**src/rtl/pmee_pkg.sv**
```systemverilog
`timescale 1ns / 1ps
`default_nettype none

package pmee_pkg;

  // stack geometry
  localparam int STACK_DEPTH = 16;
  localparam int CNT_W       = $clog2(STACK_DEPTH + 1);
  localparam int ADDR_W      = $clog2(STACK_DEPTH);

  // field widths
  localparam int CHAR_W  = 8;
  localparam int VAL_W   = 31;
  localparam int STAT_W  = 2;
  localparam int PLACE_W = 34;
  localparam int DIGIT_W = 4;
  localparam int PROD_W  = PLACE_W + DIGIT_W;

  localparam logic [CNT_W-1:0]   CNT_FULL    = CNT_W'(STACK_DEPTH);
  localparam logic [VAL_W-1:0]   VALUE_MAX   = {VAL_W{1'b1}};
  localparam logic [PLACE_W-1:0] PLACE_LIMIT = PLACE_W'(VALUE_MAX);

  // character codes
  localparam logic [CHAR_W-1:0] CHR_MIN   = 8'h6D;  // 'm'
  localparam logic [CHAR_W-1:0] CHR_MAX   = 8'h4D;  // 'M'
  localparam logic [CHAR_W-1:0] CHR_COMMA = 8'h2C;  // ','
  localparam logic [CHAR_W-1:0] CHR_LPAR  = 8'h28;  // '('
  localparam logic [CHAR_W-1:0] CHR_RPAR  = 8'h29;  // ')'
  localparam logic [CHAR_W-1:0] CHR_ZERO  = 8'h30;  // '0'
  localparam logic [CHAR_W-1:0] CHR_NINE  = 8'h39;  // '9'

  // status codes
  localparam logic [STAT_W-1:0] ST_OK    = 2'd0;
  localparam logic [STAT_W-1:0] ST_UNDER = 2'd1;
  localparam logic [STAT_W-1:0] ST_OVER  = 2'd2;
  localparam logic [STAT_W-1:0] ST_BAD   = 2'd3;

endpackage

`default_nettype wire

```
**src/rtl/prefix_minmax_expression_evaluator.sv**
```systemverilog
`timescale 1ns / 1ps
`default_nettype none

// channel | valid      | stall       | payload
// --------+------------+-------------+------------------------------
// in      | in_valid_i | in_stall_o  | char_code_i[7:0], last_char_i
// out     | out_valid_o| out_stall_i | value_o[30:0], status_o[1:0]
//
// one character per cycle while in_stall_o is low; a result appears in the
// cycle after the beat that carries the last character.
// the top of stack lives in a register, the rest in a one-read one-write
// ram; the entry under the top is prefetched every cycle and a write to
// the prefetched address is forwarded, so operators never wait.
// reset is asynchronous; the stack ram needs no clearing pass.
// input stalls only while a finished result sits stalled at the output.

module prefix_minmax_expression_evaluator (
  input  wire logic                           clk_i,
  input  wire logic                           rst_ni,
  input  wire logic                           in_valid_i,
  output logic                                in_stall_o,
  input  wire logic [pmee_pkg::CHAR_W-1:0]    char_code_i,
  input  wire logic                           last_char_i,
  output logic                                out_valid_o,
  input  wire logic                           out_stall_i,
  output logic      [pmee_pkg::VAL_W-1:0]     value_o,
  output logic      [pmee_pkg::STAT_W-1:0]    status_o
);

  import pmee_pkg::*;

  // pending number and stack control
  logic [VAL_W-1:0]   pend_q, pend_d;
  logic [PLACE_W-1:0] place_q, place_d;
  logic               hd_q, hd_d;
  logic [CNT_W-1:0]   cnt_q, cnt_d;
  logic [VAL_W-1:0]   top_q, top_d;
  logic [STAT_W-1:0]  err_q, err_d;

  // output register
  logic               out_valid_q;
  logic [VAL_W-1:0]   value_q, value_d;
  logic [STAT_W-1:0]  status_q, status_d;

  // ram ports and forwarding
  logic               wr_en;
  logic [ADDR_W-1:0]  wr_addr, rd_addr;
  logic [VAL_W-1:0]   wr_data, rd_data;
  logic               fwd_q;
  logic [VAL_W-1:0]   fwd_data_q;
  logic [VAL_W-1:0]   second;

  logic               accept;
  logic               is_op;
  logic [PROD_W-1:0]  prod;
  logic [PROD_W-1:0]  sum;
  logic [CNT_W-1:0]   cnt_m1, cnt_m2;

  function automatic logic [VAL_W-1:0] pick(input logic take_min,
                                            input logic [VAL_W-1:0] a,
                                            input logic [VAL_W-1:0] b);
    logic a_lt;
    a_lt = (a < b);
    return (take_min == a_lt) ? a : b;
  endfunction

  assign in_stall_o = out_valid_q && out_stall_i;
  assign accept     = in_valid_i && !in_stall_o;
  assign second     = fwd_q ? fwd_data_q : rd_data;
  assign is_op      = (char_code_i == CHR_MIN) || (char_code_i == CHR_MAX);

  // digit weight times digit value
  assign prod = place_q * PROD_W'(char_code_i[DIGIT_W-1:0]);
  assign sum  = PROD_W'(pend_q) + prod;

  // one character: char effect, then flush, then end of expression
  always_comb begin
    pend_d   = pend_q;
    place_d  = place_q;
    hd_d     = hd_q;
    cnt_d    = cnt_q;
    top_d    = top_q;
    err_d    = err_q;
    wr_en    = 1'b0;
    wr_data  = top_q;
    cnt_m1   = cnt_q - CNT_W'(1);
    wr_addr  = cnt_m1[ADDR_W-1:0];
    value_d  = value_q;
    status_d = status_q;

    if (accept) begin
      // character effect
      case (char_code_i) inside
        [CHR_ZERO:CHR_NINE]: begin
          if ((char_code_i[DIGIT_W-1:0] != '0 && place_q > PLACE_LIMIT) ||
              sum > PROD_W'(VALUE_MAX)) begin
            pend_d = VALUE_MAX;
            if (err_d == ST_OK) err_d = ST_BAD;
          end else begin
            pend_d = sum[VAL_W-1:0];
          end
          if (place_q <= PLACE_LIMIT) begin
            place_d = (place_q << 3) + (place_q << 1);
          end
          hd_d = 1'b1;
        end
        CHR_MIN, CHR_MAX: begin
          if (hd_q) begin
            if (cnt_q == '0) begin
              top_d = pend_q;
              cnt_d = CNT_W'(1);
              if (err_d == ST_OK) err_d = ST_UNDER;
            end else if (cnt_q < CNT_FULL) begin
              top_d = pick(char_code_i == CHR_MIN, pend_q, top_q);
            end else begin
              if (err_d == ST_OK) err_d = ST_OVER;
              top_d = pick(char_code_i == CHR_MIN, top_q, second);
              cnt_d = cnt_m1;
            end
          end else if (cnt_q < CNT_W'(2)) begin
            if (err_d == ST_OK) err_d = ST_UNDER;
          end else begin
            top_d = pick(char_code_i == CHR_MIN, top_q, second);
            cnt_d = cnt_m1;
          end
          pend_d  = '0;
          place_d = PLACE_W'(1);
          hd_d    = 1'b0;
        end
        CHR_COMMA, CHR_LPAR, CHR_RPAR: begin
        end
        default: begin
          if (err_d == ST_OK) err_d = ST_BAD;
        end
      endcase

      // push the pending number on a comma or at the end
      if ((char_code_i == CHR_COMMA || last_char_i) && !is_op && hd_d) begin
        if (cnt_d < CNT_FULL) begin
          wr_en   = (cnt_d != '0);
          wr_data = top_d;
          top_d   = pend_d;
          cnt_d   = cnt_d + CNT_W'(1);
        end else if (err_d == ST_OK) begin
          err_d = ST_OVER;
        end
        pend_d  = '0;
        place_d = PLACE_W'(1);
        hd_d    = 1'b0;
      end

      // end of expression: report and start over
      if (last_char_i) begin
        if (cnt_d == '0) begin
          value_d = '0;
          if (err_d == ST_OK) err_d = ST_UNDER;
        end else begin
          value_d = top_d;
        end
        status_d = err_d;
        pend_d   = '0;
        place_d  = PLACE_W'(1);
        hd_d     = 1'b0;
        cnt_d    = '0;
        err_d    = ST_OK;
      end
    end

    // prefetch the entry under the new top
    cnt_m2  = cnt_d - CNT_W'(2);
    rd_addr = cnt_m2[ADDR_W-1:0];
  end

  // state registers
  always_ff @(posedge clk_i or negedge rst_ni) begin
    if (!rst_ni) begin
      pend_q      <= '0;
      place_q     <= PLACE_W'(1);
      hd_q        <= 1'b0;
      cnt_q       <= '0;
      err_q       <= ST_OK;
      fwd_q       <= 1'b0;
      out_valid_q <= 1'b0;
    end else begin
      pend_q  <= pend_d;
      place_q <= place_d;
      hd_q    <= hd_d;
      cnt_q   <= cnt_d;
      err_q   <= err_d;
      fwd_q   <= wr_en && (wr_addr == rd_addr);
      if (accept && last_char_i) begin
        out_valid_q <= 1'b1;
      end else if (!out_stall_i) begin
        out_valid_q <= 1'b0;
      end
    end
  end

  // payload registers
  always_ff @(posedge clk_i) begin
    top_q      <= top_d;
    fwd_data_q <= wr_data;
    value_q    <= value_d;
    status_q   <= status_d;
  end

  pmee_ram #(
    .WIDTH(VAL_W),
    .DEPTH(STACK_DEPTH)
  ) u_stack (
    .clk_i    (clk_i),
    .wr_en_i  (wr_en),
    .wr_addr_i(wr_addr),
    .wr_data_i(wr_data),
    .rd_addr_i(rd_addr),
    .rd_data_o(rd_data)
  );

  assign out_valid_o = out_valid_q;
  assign value_o     = value_q;
  assign status_o    = status_q;

  // stack count stays within the ram
  a_cnt_range: assert property (@(posedge clk_i) disable iff (!rst_ni)
    cnt_q <= CNT_FULL)
    else $error("stack count beyond depth");

  // an accepted last beat always produces a result beat
  a_last_result: assert property (@(posedge clk_i) disable iff (!rst_ni)
    (accept && last_char_i) |=> out_valid_o)
    else $error("missing result after last beat");

  // expression state is fresh after a result
  a_fresh: assert property (@(posedge clk_i) disable iff (!rst_ni)
    (accept && last_char_i) |=> (cnt_q == '0 && !hd_q && err_q == ST_OK))
    else $error("state not cleared after expression end");

  // digit weight stays beyond the value limit until the number is flushed
  a_place_cap: assert property (@(posedge clk_i) disable iff (!rst_ni)
    (place_q > PLACE_LIMIT) |=> (place_q > PLACE_LIMIT || $past(accept && !hd_d)))
    else $error("digit weight dropped without a flush");

endmodule

`default_nettype wire

```
**src/rtl/pmee_ram.sv**
```systemverilog
`timescale 1ns / 1ps
`default_nettype none

module pmee_ram #(
  parameter int WIDTH = 32,
  parameter int DEPTH = 16
) (
  input  wire logic                     clk_i,
  input  wire logic                     wr_en_i,
  input  wire logic [$clog2(DEPTH)-1:0] wr_addr_i,
  input  wire logic [WIDTH-1:0]         wr_data_i,
  input  wire logic [$clog2(DEPTH)-1:0] rd_addr_i,
  output logic      [WIDTH-1:0]         rd_data_o
);

  logic [WIDTH-1:0] mem_q [DEPTH];

  // one write port, registered read returning old data on a collision
  always_ff @(posedge clk_i) begin
    if (wr_en_i) begin
      mem_q[wr_addr_i] <= wr_data_i;
    end
    rd_data_o <= mem_q[rd_addr_i];
  end

endmodule

`default_nettype wire
```
**config.mk**
```make
export PLATFORM = sky130hd
export DESIGN_NAME = prefix_minmax_expression_evaluator
export DESIGN_NICKNAME = d
export VERILOG_FILES = /design/src/rtl/pmee_pkg.sv /design/src/rtl/prefix_minmax_expression_evaluator.sv /design/src/rtl/pmee_ram.sv
export SDC_FILE = /design/constraint.sdc
export NUM_CORES = 1
export LEC_CHECK = 0
export ABC_AREA = 1
export ABC_CLOCK_PERIOD_IN_PS = 4500
export BUFFER_PORTS_ARGS = -buffer_cell sky130_fd_sc_hd__buf_2
export CAP_MARGIN = 10
export CORE_MARGIN = 1
export CORE_UTILIZATION = 35
export DETAILED_ROUTE_END_ITERATION = 16
export SKIP_LAST_GASP = 1
export SYNTH_ARGS = -nofsm -noshare
export SYNTH_HDL_FRONTEND = slang
export SYNTH_SLANG_ARGS = --single-unit
```
**constraint.sdc**
```tcl
create_clock -name clk_i -period 4.5 [get_ports clk_i]
set_input_delay 0.9 -clock clk_i [delete_from_list [all_inputs] [get_ports clk_i]]
set_output_delay 0.9 -clock clk_i [all_outputs]
set_load 0.02 [all_outputs]
```
==> metrics.txt, run 1 <==
final critical delay including setup and external delays between 4 and 5 ns; Worst Skew roughly 0.028 ns; area added between synthesis and finish 21.19%; Arr. time, crit path a little over 5 ns; via count of the first global-routing pass just over 30000; Initial Util 0.3527; routed wirelength normalized by instance count approximately 19 um; startpoint of the worst register-to-register path place_q[21]$_DFFE_PN0P_; worst setup path startpoint char_code_i[2]; number of iterations in the first detailed-routing pass 6; clock buffer depth 3; clock tree from TritonCTS built; Bufs and invs on worst path 10; relative contribution of sequential cells to total power 0.489; most prevalent standard cell on the critical path nand2_1; critical-path cell with the highest stage delay fa_1; transition time at the pin with the least slew margin ~1.2 ns; Ports 48; path type of the worst min-delay path in -> async; non-filler cells, final between 6000 and 7000; sequential element share of the synthesized area 0.5024; share of power burned in the clock network 0.427; Die Area roughly 110000 um^2; number of antenna violations at the first check in global routing 0; count of standard-cell rows roughly 120; detail-routed via count per cell approximately 5; DRC 0; Clock transition at path regs about 0.060 ns; status complete, but fails checks; most common library cell in the layout ignoring fill and taps nand2_1; Reg2Reg Capture Point value_o[18]$_SDFFCE_PN0P_; violated checks setup timing; total routing usage reported by global routing 0.2011; Die Y-Extent 338.7 um; number of buffers added by the clock tree synthesis step 77; leakage 21.95 nW; hold violation total from the final report 0; CP Depth 31; synthesized area divided by synthesized cell count roughly 9 um^2; count of flip-flops with a built-in enable after synthesis 560; filler cell count between 10000 and 15000; final WL ~120000 um; depth of the CTS H-tree 3; share of final-layout standard cells stronger than drive strength 1 0.1585; PD cells around 310 nW/um^2; summed instance area of the synthesized netlist approximately 40000 um^2; post-DP HPWL just under 80000 um; final setup slack of the worst path -0.1356 ns; overflow left after global routing 0; post-synthesis async set-or-reset flop share 0.1076; net total in the final layout slightly below 5000; width of the die 338.7 um; number of synthesized register bits 697; VDD IR max between 0.2 and 0.3 mV; Clock Latency Late Sink 0.64 ns; number of max-capacitance violations reported 0; Syn Nets 4741; global-route wire length before repair between 150000 and 200000 um; Register-to-Register Path Depth 23; setup slack, reg-to-reg -0.13 ns; placed instance area around 45000 um^2; critical path endpoint value_o[7]$_SDFFCE_PN0P_; Netlist cell types 53; via count about 32000; Worst Setup Start Kind input port; Top delay family on crit path adder cells; count of synthesis-stage warnings from yosys 0; Overall Power 15.01 mW; power spent charging and discharging nets approximately 3.7 mW; starting DRC count in detailed routing roughly 2900; combined area of the multi-input logic cells 17320 um^2; placed instance count between 6000 and 7000; area used by sequential logic in the layout approximately 20000 um^2; switching share of power 0.2455; final count of pins violating max slew 0; Main synth FF type edfxtp_1; top fanout value on the critical path 13; setup repair after global routing missed its margin yes; clock sink count roughly 700; largest stage delay on the critical path 0.50 ns; fraction of power consumed by combinational cells 0.085; CTS root buffer clkbuf_16; Detail Route Antenna Nets 0; gp weighted congestion around 0.9; final-report setup violation count between 60 and 70; Gate Count Post-Synth 4485; Crit. End Element register; final critical-path share of the clock period 1.030; Peak Freq roughly 220 MHz; commonest non-fill, non-tap cells in the layout nand2_1 (1171), inv_1 (680), edfxtp_1 (560), nand3_1 (551), buf_4 (243); critical path type in -> reg; internal power consumption 11.33 mW; hold_ws roughly 0.38 ns; Rel. slew slack 0.1743; hold-fix buffers at CTS 0; core area 112500 um^2; largest net degree at the start of global routing roughly 90; final design area excluding fillers ~48000 um^2; data required time at the worst endpoint ~4.9 ns; number of buffer cells added on primary ports between 40 and 50
-- Yosys cell counts, types with 5 or more instances --
cell	count	share of area
a21oi_1	111	0.014
buf_1	30	0.0028
buf_2	50	0.0063
buf_4	20	0.0038
clkbuf_1	124	0.012
dfrtp_1	74	0.047
dfxtp_1	62	0.031
edfxtp_1	560	0.42
fa_1	95	0.048
ha_1	148	0.047
inv_1	707	0.067
inv_2	8	0.00076
mux2i_1	30	0.0076
nand2_1	1260	0.12
nand3_1	567	0.072
nand3b_1	194	0.037
nand4_1	55	0.0087
nor2_1	149	0.014
nor3_1	16	0.0020
nor4_1	5	0.00079
o211ai_1	5	0.00095
o21a_1	6	0.0011
o21ai_0	112	0.014
xnor2_1	24	0.0053
xor2_1	18	0.0040
-- routing by layer --
layer  wire length [um]  GRT usage  up-vias
li1                   -          -    15080
met1              53790     0.2947    15250
met2              53340     0.3149     1097
met3               8121    0.02501      154
met4               2283    0.04770        0
met5                  0          0        -
-- power groups by stage --
| stage | combinational, mW | clock (mW) | sequential (mW) |
|---|---|---|---|
| after floorplan | 0.808 | 0 | 7.34 |
| after global placement | 1.21 | 0 | 7.46 |
| after detailed placement | 1.23 | 0 | 7.47 |
| after CTS | 1.24 | 6.50 | 7.34 |
| after global routing | 1.40 | 6.72 | 7.35 |
| final | 1.27 | 6.41 | 7.33 |
-- what timing repair did --
| item | 4_1_cts | 5_1_grt |
|---|---|---|
| setup endpoints to repair | 94 | 97 |
| gates resized for setup | 33 | 131 |
| buffers inserted | 7 | 10 |
| pin swaps | 11 | 62 |
| cloned | 1 | 9 |
-- flip-flops by register name, summed over array words and instances (netlist names) --
| name | flops |
|---|---|
| value_o | 31 |
| pend_q | 31 |
| cnt_q | 5 |
| place_q | 34 |
| hd_q | 1 |
| out_valid_o | 1 |
| fwd_q | 1 |
| err_q | 2 |
| status_o | 2 |
| fwd_data_q | 31 |
| u_stack.mem_q | 496 |
| top_q | 31 |
| u_stack.rd_data_o | 31 |
-- stage by stage --
stage                     setup slack, ns  TNS, ns    util
after floorplan                   -0.2243   -15.13       -
after global placement             -1.053   -83.63  0.3964
after detailed placement           -1.071   -86.80  0.3964
after CTS                         -0.1035   -3.383  0.4210
after global routing              -0.2966   -19.18  0.4274
final                             -0.1356   -5.486  0.4274
-- how the worst min path moves through the flow --
stage / startpoint / endpoint / slack (ns) / cells past startpoint
detailed placement: out_valid_o$_DFFE_PN0P_ / out_valid_o$_DFFE_PN0P_ / 0.51 / 2
global route: rst_ni / pend_q[25]$_DFFE_PN0P_ / 0.43 / 1
finish: rst_ni / place_q[23]$_DFFE_PN0P_ / 0.38 / 1
floorplan: place_q[0]$_DFFE_PN1P_ / place_q[0]$_DFFE_PN1P_ / 0.49 / 2
global placement: out_valid_o$_DFFE_PN0P_ / out_valid_o$_DFFE_PN0P_ / 0.48 / 2
CTS: rst_ni / pend_q[25]$_DFFE_PN0P_ / 0.38 / 1
-- cell type report --
| cell class | count | area share |
|---|---|---|
| antenna | 1 | 0.00005204 |
| tap | 1500 | 0.03903 |
| clock inverter | 33 | 0.007858 |
| clock buffer | 109 | 0.04535 |
| multi-input combinational | 2845 | 0.3601 |
| timing repair buffer | 369 | 0.07676 |
| sequential | 697 | 0.4148 |
| inverter | 717 | 0.05602 |
-- kinds of logic after synthesis --
group,after synthesis,share of synthesized area
AND/OR/NAND/NOR,2265,0.2570
AO/OA/AOI/OAI,265,0.03611
adder cells (fa/ha/maj),243,0.09460
XOR/XNOR,42,0.009271
flip-flops,697,0.5024
multiplexers,30,0.007568
buffers and inverters,943,0.09306
No activity file was read; power rests on OpenSTA's default activity.
==> run 2: changes to the inputs <==
--- a/config.mk
+++ b/config.mk
@@ -10,8 +10,9 @@
 export BUFFER_PORTS_ARGS = -buffer_cell sky130_fd_sc_hd__buf_2
 export CAP_MARGIN = 10
 export CORE_MARGIN = 1
-export CORE_UTILIZATION = 35
+export CORE_UTILIZATION = 55
 export DETAILED_ROUTE_END_ITERATION = 16
+export PLACE_DENSITY = 0.74
 export SKIP_LAST_GASP = 1
 export SYNTH_ARGS = -nofsm -noshare
 export SYNTH_HDL_FRONTEND = slang
==> run 2 against run 1 <==
The run still ends with setup timing left. Total power fell by 3.0%. Combinational power barely moved. Routed wire length down 3.0%. Hold slack got worse by 0.054 ns. Critical endpoint is now value_o[13]$_SDFFCE_PN0P_. Largest cell class unchanged. Largest power group unchanged. Highest routed layer is now met5.
==> metrics.txt, run 2 (synthesized netlist as in run 1, its figures left out) <==
status complete, but fails checks; violated checks setup timing; Clock Latency Late Sink 0.63 ns; clock buffer depth 3; global-route wire length before repair roughly 180000 um; starting DRC count in detailed routing 3223; fraction of power consumed by combinational cells 0.086; startpoint of the worst register-to-register path place_q[23]$_DFFE_PN0P_; final critical delay including setup and external delays between 4 and 5 ns; most crowded layer after global routing met2; relative contribution of sequential cells to total power 0.503; final-report setup violation count just over 70; Biggest register u_stack.mem_q; met1 global-route usage 0.4269; Crit. End Element register; via count roughly 32000; Initial Util 0.5550; final critical-path share of the clock period 1.037; leakage roughly 22 nW; count of standard-cell rows 98; path type of the worst min-delay path in -> async; routed wirelength normalized by instance count roughly 20 um; number of iterations in the first detailed-routing pass 9; PD cells about 310 nW/um^2; total routing usage reported by global routing 0.3115; Worst Setup Start Kind input port; number of flip-flops in the largest register roughly 500; gp weighted congestion between 0.9 and 1; Worst Skew 0.02663 ns; Ports 48; Detail Route Antenna Nets 0; worst slack at placement -0.9853 ns; via count of the first global-routing pass between 30000 and 40000; Die Y-Extent approximately 270 um; Rel. slew slack 0.2829; M2 GR Usage 0.5012; most common library cell in the layout ignoring fill and taps nand2_1; internal power consumption roughly 11 mW; final setup slack of the worst path -0.1669 ns; final count of pins violating max slew 0; hold violation total from the final report 0; total negative setup slack -6.237 ns; top fanout value on the critical path 7; data required time at the worst endpoint between 4 and 5 ns; share of power burned in the clock network 0.410; Overall Power ~15 mW; critical path type in -> reg; power spent charging and discharging nets 3.610 mW; Peak Freq 214.3 MHz; worst setup path startpoint char_code_i[3]; overflow left after global routing 0; detail-routed via count per cell 5.619; width of the die ~270 um; number of buffer cells added on primary ports 47; core area between 70000 and 80000 um^2; final WL between 100000 and 150000 um; VDD IR max ~0.28 mV; Arr. time, crit path 5.03 ns; setup repair after global routing missed its margin yes; number of buffers added by the clock tree synthesis step 72; number of max-capacitance violations reported 0; CTS root buffer clkbuf_16; net total in the final layout about 5000; placed instance count roughly 5500; clock sink count 697; commonest non-fill, non-tap cells in the layout nand2_1 (1155), inv_1 (660), edfxtp_1 (560), nand3_1 (553), buf_4 (245); clock tree from TritonCTS built; Clock transition at path regs about 0.07 ns; share of the core filled with cells 0.6606; number of antenna violations at the first check in global routing 2; transition time at the pin with the least slew margin around 1.1 ns; largest registers u_stack.mem_q: 496 flops, place_q: 34 flops; Die Area 73220 um^2; non-filler cells, final approximately 5700; depth of the CTS H-tree 3; area added between synthesis and finish 19.01%; largest net degree at the start of global routing between 100 and 150; switching share of power 0.2479; antenna cells 0; GR met3 Demand/Resource 0.04615; share of final-layout standard cells stronger than drive strength 1 0.1661; post-DP HPWL ~74000 um; DRC 0
run 2: cell count changes in the layout (fill, tap and decap cells not counted), moves of 5 or more:
| cell | delta |
|---|---|
| nand2_1 | -16 |
| buf_12 | -5 |
| inv_1 | -20 |
| inv_2 | +19 |
| clkbuf_16 | -13 |
| nand2_2 | +16 |
| buf_16 | +6 |
run 2: path summary, 6_finish.rpt:
check | end | slack [ns] | cells past startpoint
max | value_o[13]$_SDFFCE_PN0P_ | -0.17 | 26
min | cnt_q[2]$_DFF_PN0_ | 0.33 | 1
max reg2reg | value_o[13]$_SDFFCE_PN0P_ | -0.12 | 24
min reg2reg | out_valid_o$_DFFE_PN0P_ | 0.51 | 2
max in group asynchronous | place_q[20]$_DFFE_PN0P_ | 3.29 | 2
min in group clk_i | out_valid_o$_DFFE_PN0P_ | 0.51 | 3
run 2: cell type report:
cell class | instances | area [um^2]
well taps | 950 | 1189
inverters | 717 | 2696
fillers | 5499 | 24260
multi-input cells | 2845 | 17340
clock buffers | 102 | 2047
repair buffers | 370 | 3677
flip-flops and latches | 697 | 19950
clock inverters | 30 | 325.3
run 2: worst max-delay path, stage by stage:
cell     delay [ns]
buf_12         0.13
buf_12         0.15
nand2_4        0.05
inv_2          0.04
fa_1           0.50
fa_1           0.53
inv_2          0.07
fa_1           0.52
inv_2          0.05
ha_4           0.30
nand2_4        0.06
inv_4          0.08
nand2_4        0.07
nor3_4         0.19
buf_4          0.14
nand4_1        0.09
nand4_1        0.13
nand2_2        0.07
nor2_4         0.20
buf_12         0.18
buf_12         0.12
nand4_1        0.13
nand2_1        0.11
nand3_1        0.08
nand2_1        0.10
nor2_1         0.05
run 2: what timing repair did:
action / 4_1_cts / 5_1_grt
hold buffers: 0 / 0
pin swaps: 62 / 109
setup endpoints to repair: 90 / 97
endpoints found under the hold margin: 0 / 0
setup buffers: 24 / 16
gates cloned: 9 / 2
gates resized for setup: 87 / 125
run 2: per-layer routing:
layer	vias up	share of wire
li1	15060	-
met1	15350	0.42
met2	1461	0.47
met3	223	0.083
met4	2	0.034
met5	-	0.00011
run 2: power groups by stage:
stage	sequential, mW	clock [mW]	combinational, mW
after CTS	7.33	6.03	1.23
after global placement	7.45	0	1.16
after floorplan	7.34	0	0.808
after detailed placement	7.46	0	1.19
after global routing	7.34	6.25	1.38
final	7.33	5.97	1.26
run 2: stage by stage:
| step | area (um^2) | hold slack (ns) |
|---|---|---|
| 5_1_grt | 47220 | 0.3902 |
| 4_1_cts | 46780 | 0.3530 |
| 2_1_floorplan | 40540 | 0.4930 |
| 3_5_place_dp | 43700 | 0.5039 |
| 6_report | 47220 | 0.3259 |
| 3_3_place_gp | 43700 | 0.4844 |
